[src/design/rapc_pkg.sv]
// Shared types and constants for the ROC AUC pair counter.
// No dependencies; rapc_front, rapc_back, the top and the bench refer to it by scoped names.
`timescale 1ns / 1ps

package rapc_pkg;

	localparam int MAX_ITEMS  = 1024;
	localparam int SCORE_BITS = 32;
	localparam int ADDR_W     = $clog2(MAX_ITEMS);
	localparam int CNT_W      = $clog2(MAX_ITEMS + 1);
	localparam int PROD_W     = 2 * CNT_W;
	localparam int Q_DEPTH    = 4;
	localparam int Q_PTR_W    = $clog2(Q_DEPTH);
	localparam int FRAC_BITS  = 16;
	localparam int AUC_W      = 17;
	localparam int PAIRS_W    = 19;
	localparam int OCNT_W     = 11;
	localparam int STORE_W    = SCORE_BITS + 1;

	// key: score with the sign bit flipped, so an unsigned compare orders it as signed
	typedef struct packed {
		logic [SCORE_BITS-1:0] key;
		logic                  neg;
		logic                  last;
	} item_t;

	typedef struct packed {
		logic [AUC_W-1:0]   auc_q16;
		logic [PAIRS_W-1:0] misordered_pairs;
		logic [OCNT_W-1:0]  positive_count;
		logic [OCNT_W-1:0]  negative_count;
		logic               one_class_only;
		logic               overflowed;
	} result_t;

endpackage

[src/design/rapc_front.sv]
// Front end: accepts input transfers, forms the compare key and queues items.
// Uses rapc_pkg.
`timescale 1ns / 1ps

module rapc_front (
	input  logic                          clk,
	input  logic                          arst_n,
	input  logic                          in_valid,
	output logic                          in_ready,
	input  logic [rapc_pkg::SCORE_BITS-1:0] in_score,
	input  logic                          in_neg,
	input  logic                          in_last,
	output logic                          q_valid,
	input  logic                          q_ready,
	output rapc_pkg::item_t               q_item
);

	rapc_pkg::item_t             entry_q [rapc_pkg::Q_DEPTH];
	logic [rapc_pkg::Q_PTR_W-1:0] wptr_q, rptr_q;
	logic [rapc_pkg::Q_PTR_W:0]   fill_q;
	logic                         push, pop;
	rapc_pkg::item_t              new_item;

	assign in_ready = (fill_q != (rapc_pkg::Q_PTR_W+1)'(rapc_pkg::Q_DEPTH));
	assign q_valid  = (fill_q != '0);
	assign q_item   = entry_q[rptr_q];
	assign push     = in_valid && in_ready;
	assign pop      = q_valid && q_ready;

	always_comb begin
		new_item.key  = {~in_score[rapc_pkg::SCORE_BITS-1], in_score[rapc_pkg::SCORE_BITS-2:0]};
		new_item.neg  = in_neg;
		new_item.last = in_last;
	end

	always_ff @(posedge clk) begin
		if (push) begin
			entry_q[wptr_q] <= new_item;
		end
	end

	always_ff @(posedge clk or negedge arst_n) begin
		if (!arst_n) begin
			wptr_q <= '0;
			rptr_q <= '0;
			fill_q <= '0;
		end else begin
			if (push) wptr_q <= wptr_q + 1'b1;
			if (pop)  rptr_q <= rptr_q + 1'b1;
			case ({push, pop})
				2'b10:   fill_q <= fill_q + 1'b1;
				2'b01:   fill_q <= fill_q - 1'b1;
				default: fill_q <= fill_q;
			endcase
		end
	end

	a_fill_bound: assert property (@(posedge clk) disable iff (!arst_n)
		fill_q <= (rapc_pkg::Q_PTR_W+1)'(rapc_pkg::Q_DEPTH))
		else $error("queue fill above depth");
	a_no_push_full: assert property (@(posedge clk) disable iff (!arst_n)
		!in_ready |-> !push)
		else $error("push into full queue");
	a_fill_track: assert property (@(posedge clk) disable iff (!arst_n)
		(push && !pop) |=> fill_q == $past(fill_q) + 1'b1)
		else $error("queue fill lost a push");

endmodule

[config.mk]
export PLATFORM = sky130hd
export DESIGN_NAME = rapc_front
export DESIGN_NICKNAME = d
export VERILOG_FILES = /design/src/design/rapc_pkg.sv /design/src/design/rapc_front.sv
export SDC_FILE = /design/constraint.sdc
export NUM_CORES = 1
export LEC_CHECK = 0
export ABC_AREA = 1
export BUFFER_PORTS_ARGS = -buffer_cell sky130_fd_sc_hd__buf_2
export CAP_MARGIN = 10
export CORE_UTILIZATION = 31
export DETAILED_ROUTE_END_ITERATION = 8
export PLACE_DENSITY = 0.57
export REMOVE_ABC_BUFFERS = 1
export SYNTH_ARGS = -nofsm -noshare
export SYNTH_HDL_FRONTEND = slang
export SYNTH_SLANG_ARGS = --single-unit
[constraint.sdc]
create_clock -name clk -period 2.53 [get_ports clk]
set_clock_uncertainty 0.05 [all_clocks]
set_input_delay 0.253 -clock clk [delete_from_list [all_inputs] [get_ports clk]]
set_output_delay 0.253 -clock clk [all_outputs]
set_load 0.1 [all_outputs]
==> impl_results.md <==
- Fin crit period: 2160 ps
- Nets@finish: 614
- Clock Tree Root: clkbuf_16
- Critical-path maximum fanout: ~90
- Count of TritonRoute iterations in the first routing pass: 4
- Final Non-Filler Cells: 817
- Detailed Place HPWL: around 6900 um
- Endpoints failing setup: 0
- Status: finished, final reports clean
- Slew headroom: 66.5%
- #FFs+latches synth: 143
- Worst Tran Pin Value: just over 500 ps
- Period utilisation layout: roughly 85%
- Antenna Nets Post-Route: 0
- Iter 0 DRT Violations: 138
- Dpl cells: ~750
- Worst Hold Path Cells: 1
- Io pins: 74
- CP endpoint kind: output port
- Critical Path Start Type: register
- Placer Congestion: 0.752
- Max-Cap Viols: 0
- Die W: 140 um
- Critical Path, Cell by Cell: inv_4, buf_12, nand2_1, o211ai_1, nand2_1, buf_12
- Die footprint: 0.0195 sq mm
- Drc violations: 0
- Vias per cell: 4.45
- Largest net degree at the start of global routing: approximately 90
- CP top delay family: buffers and inverters
- Core area: 0.0186 sq mm
- Starting Density: 31.6%
- Unrepaired setup endpoints after global routing: no
- Hold endpoint: entry_q[3][0]$_DFFE_PP_
- Clock transition at the registers of the reported paths: 60 ps
- Input/output buffers: between 70 and 80
- H-tree levels: 4
- Reg-to-reg slack, setup: approximately 660 ps
- Reg2Reg Depth: 10
- Post-Synthesis Cells: 457
- Post-Route WL: 11,200 um
- GRT overflow: 0
- Initial antenna violation count: 0
- Top layer used by detailed routing: met4
- Buf/Inv on CP: 3
- Commonest non-fill, non-tap cell in the layout: edfxtp_1
- CTS tree: built
- First-pass GRT wire length: between 15,000 and 20,000 um
- Mapped Area: about 0.0059 sq mm
- Setup TNS: 0 ps
- Post-synthesis cell type count: 16
- CP Data Arrival Time: 1850 ps
- Skew-Pair Late Insertion Delay: 420 ps
- Vias: 3,635
- DR WL/cell: 13.7 um
- Total GRT Usage: 12.1%
- Metal2 WL: 5680 um
- Vias in the first global route: 3,509
- Fmax: 464 MHz
- Hold wc startpoint: in_last
- Row count: 50
- ANT cells: 0
- Setup ws final: 373 ps
- Final core occ: 42.9%
- Mapped Avg Cell Area: 12.9 sq um
- Crit-path max cell delay: 430 ps
- FF+latch area: 0.00426 sq mm
- Critical path's slowest cell: dfrtp_1
- Area occupied by multi-input gates: 0.00114 sq mm
- Setup Fix Bufs, Post-CTS: 0
- Setup WS pre-CTS: 684 ps
- Critical path class: register to output port
- Clk sinks: 143
- Max-slew violations: 0
- Yosys Warn Count: 0
- P&R area growth vs syn: 35.8%
- Num CTS Buffers: 17
- Worst R2R Start: fill_q[0]$_DFFE_PN0P_
- Fillers: 1,683
- Tightest Hold Check Type: input port to register
- Die Height: 140 um
- Commonest cells after routing, fill and taps aside: edfxtp_1, nand2_1, inv_1
- CP Data Required Time: 2230 ps
- Met3 Wirelength: between 500 and 600 um
- Register area share after synthesis: 72.4%
- Metal-1 WL: 4820 um
- FF-to-FF End: fill_q[2]$_DFFE_PN0P_
- Final hold violation count: 0
- Share of post-route cells with drive strength above 1: 20.8%
- Max Buffers Root-to-Sink: 2
## synthesized netlist by cell type
cell type / instances / share of area, %
edfxtp_1: 136 / 69
nand2_1: 120 / 7.7
inv_1: 82 / 5.2
o211ai_1: 68 / 8.7
buf_6: 14 / 2.7
buf_2: 7 / 0.60
dfrtp_1: 7 / 3.0
nand3_1: 7 / 0.60
ha_1: 5 / 1.1
nor2_1: 4 / 0.26
inv_2: 2 / 0.13
clkbuf_1: 1 / 0.064
fa_1: 1 / 0.34
nand4_1: 1 / 0.11
o21ai_0: 1 / 0.085
xnor2_1: 1 / 0.15
## repair_timing
action / 4_1_cts / 5_1_grt
hold buffers: 31 / 1
resized for setup: 0 / 0
endpoints found under the hold margin: 120 / 2
## registers in the layout, indices dropped and copies added (netlist names)
| register | flops |
|---|---|
| entry_q | 136 |
| fill_q | 3 |
| rptr_q | 2 |
| wptr_q | 2 |
## final cells by class
class                           count  area share, %
Multi-Input combinational cell    208           14.3
Clock inverter                     10           2.00
Timing Repair Buffer              116           16.8
Tap cell                          234           3.66
Clock buffer                       22           5.93
Sequential cell                   143           53.3
Inverter                           84           3.98
## per-layer routing
metal,up-vias,GRT usage (%)
li1,1801,-
met1,1738,14.2
met2,83,20.7
met3,13,3.85
met4,0,4.68
met5,-,0
## cell families after synthesis
family | synth area share [%]
flops | 72.4
simple gates | 8.61
buf+inv | 8.70
compound gates | 8.76
fa+ha+maj | 1.40
xor+xnor | 0.149
## through the flow
stage	hold slack, ps	cell area (sq um)
CTS	1.79	7980
detailed placement	52.4	7040
global placement	46.5	7040
global route	1.65	7990
finish	29.4	7990
floorplan	-92.6	5690
## worst max-delay path by stage
stage,to,startpoint,cells after the start
global route,q_item[11],rptr_q[0]$_DFFE_PN0P_,6
finish,q_item[22],rptr_q[0]$_DFFE_PN0P_,6
floorplan,entry_q[0][0]$_DFFE_PP_,fill_q[0]$_DFFE_PN0P_,4
global placement,fill_q[2]$_DFFE_PN0P_,fill_q[0]$_DFFE_PN0P_,10
CTS,q_item[27],rptr_q[1]$_DFFE_PN0P_,5
detailed placement,fill_q[2]$_DFFE_PN0P_,fill_q[0]$_DFFE_PN0P_,10
Power is left out: the tool's default activity adds up to more than one toggle a clock period on the data nets, which glitch-free logic cannot reach.
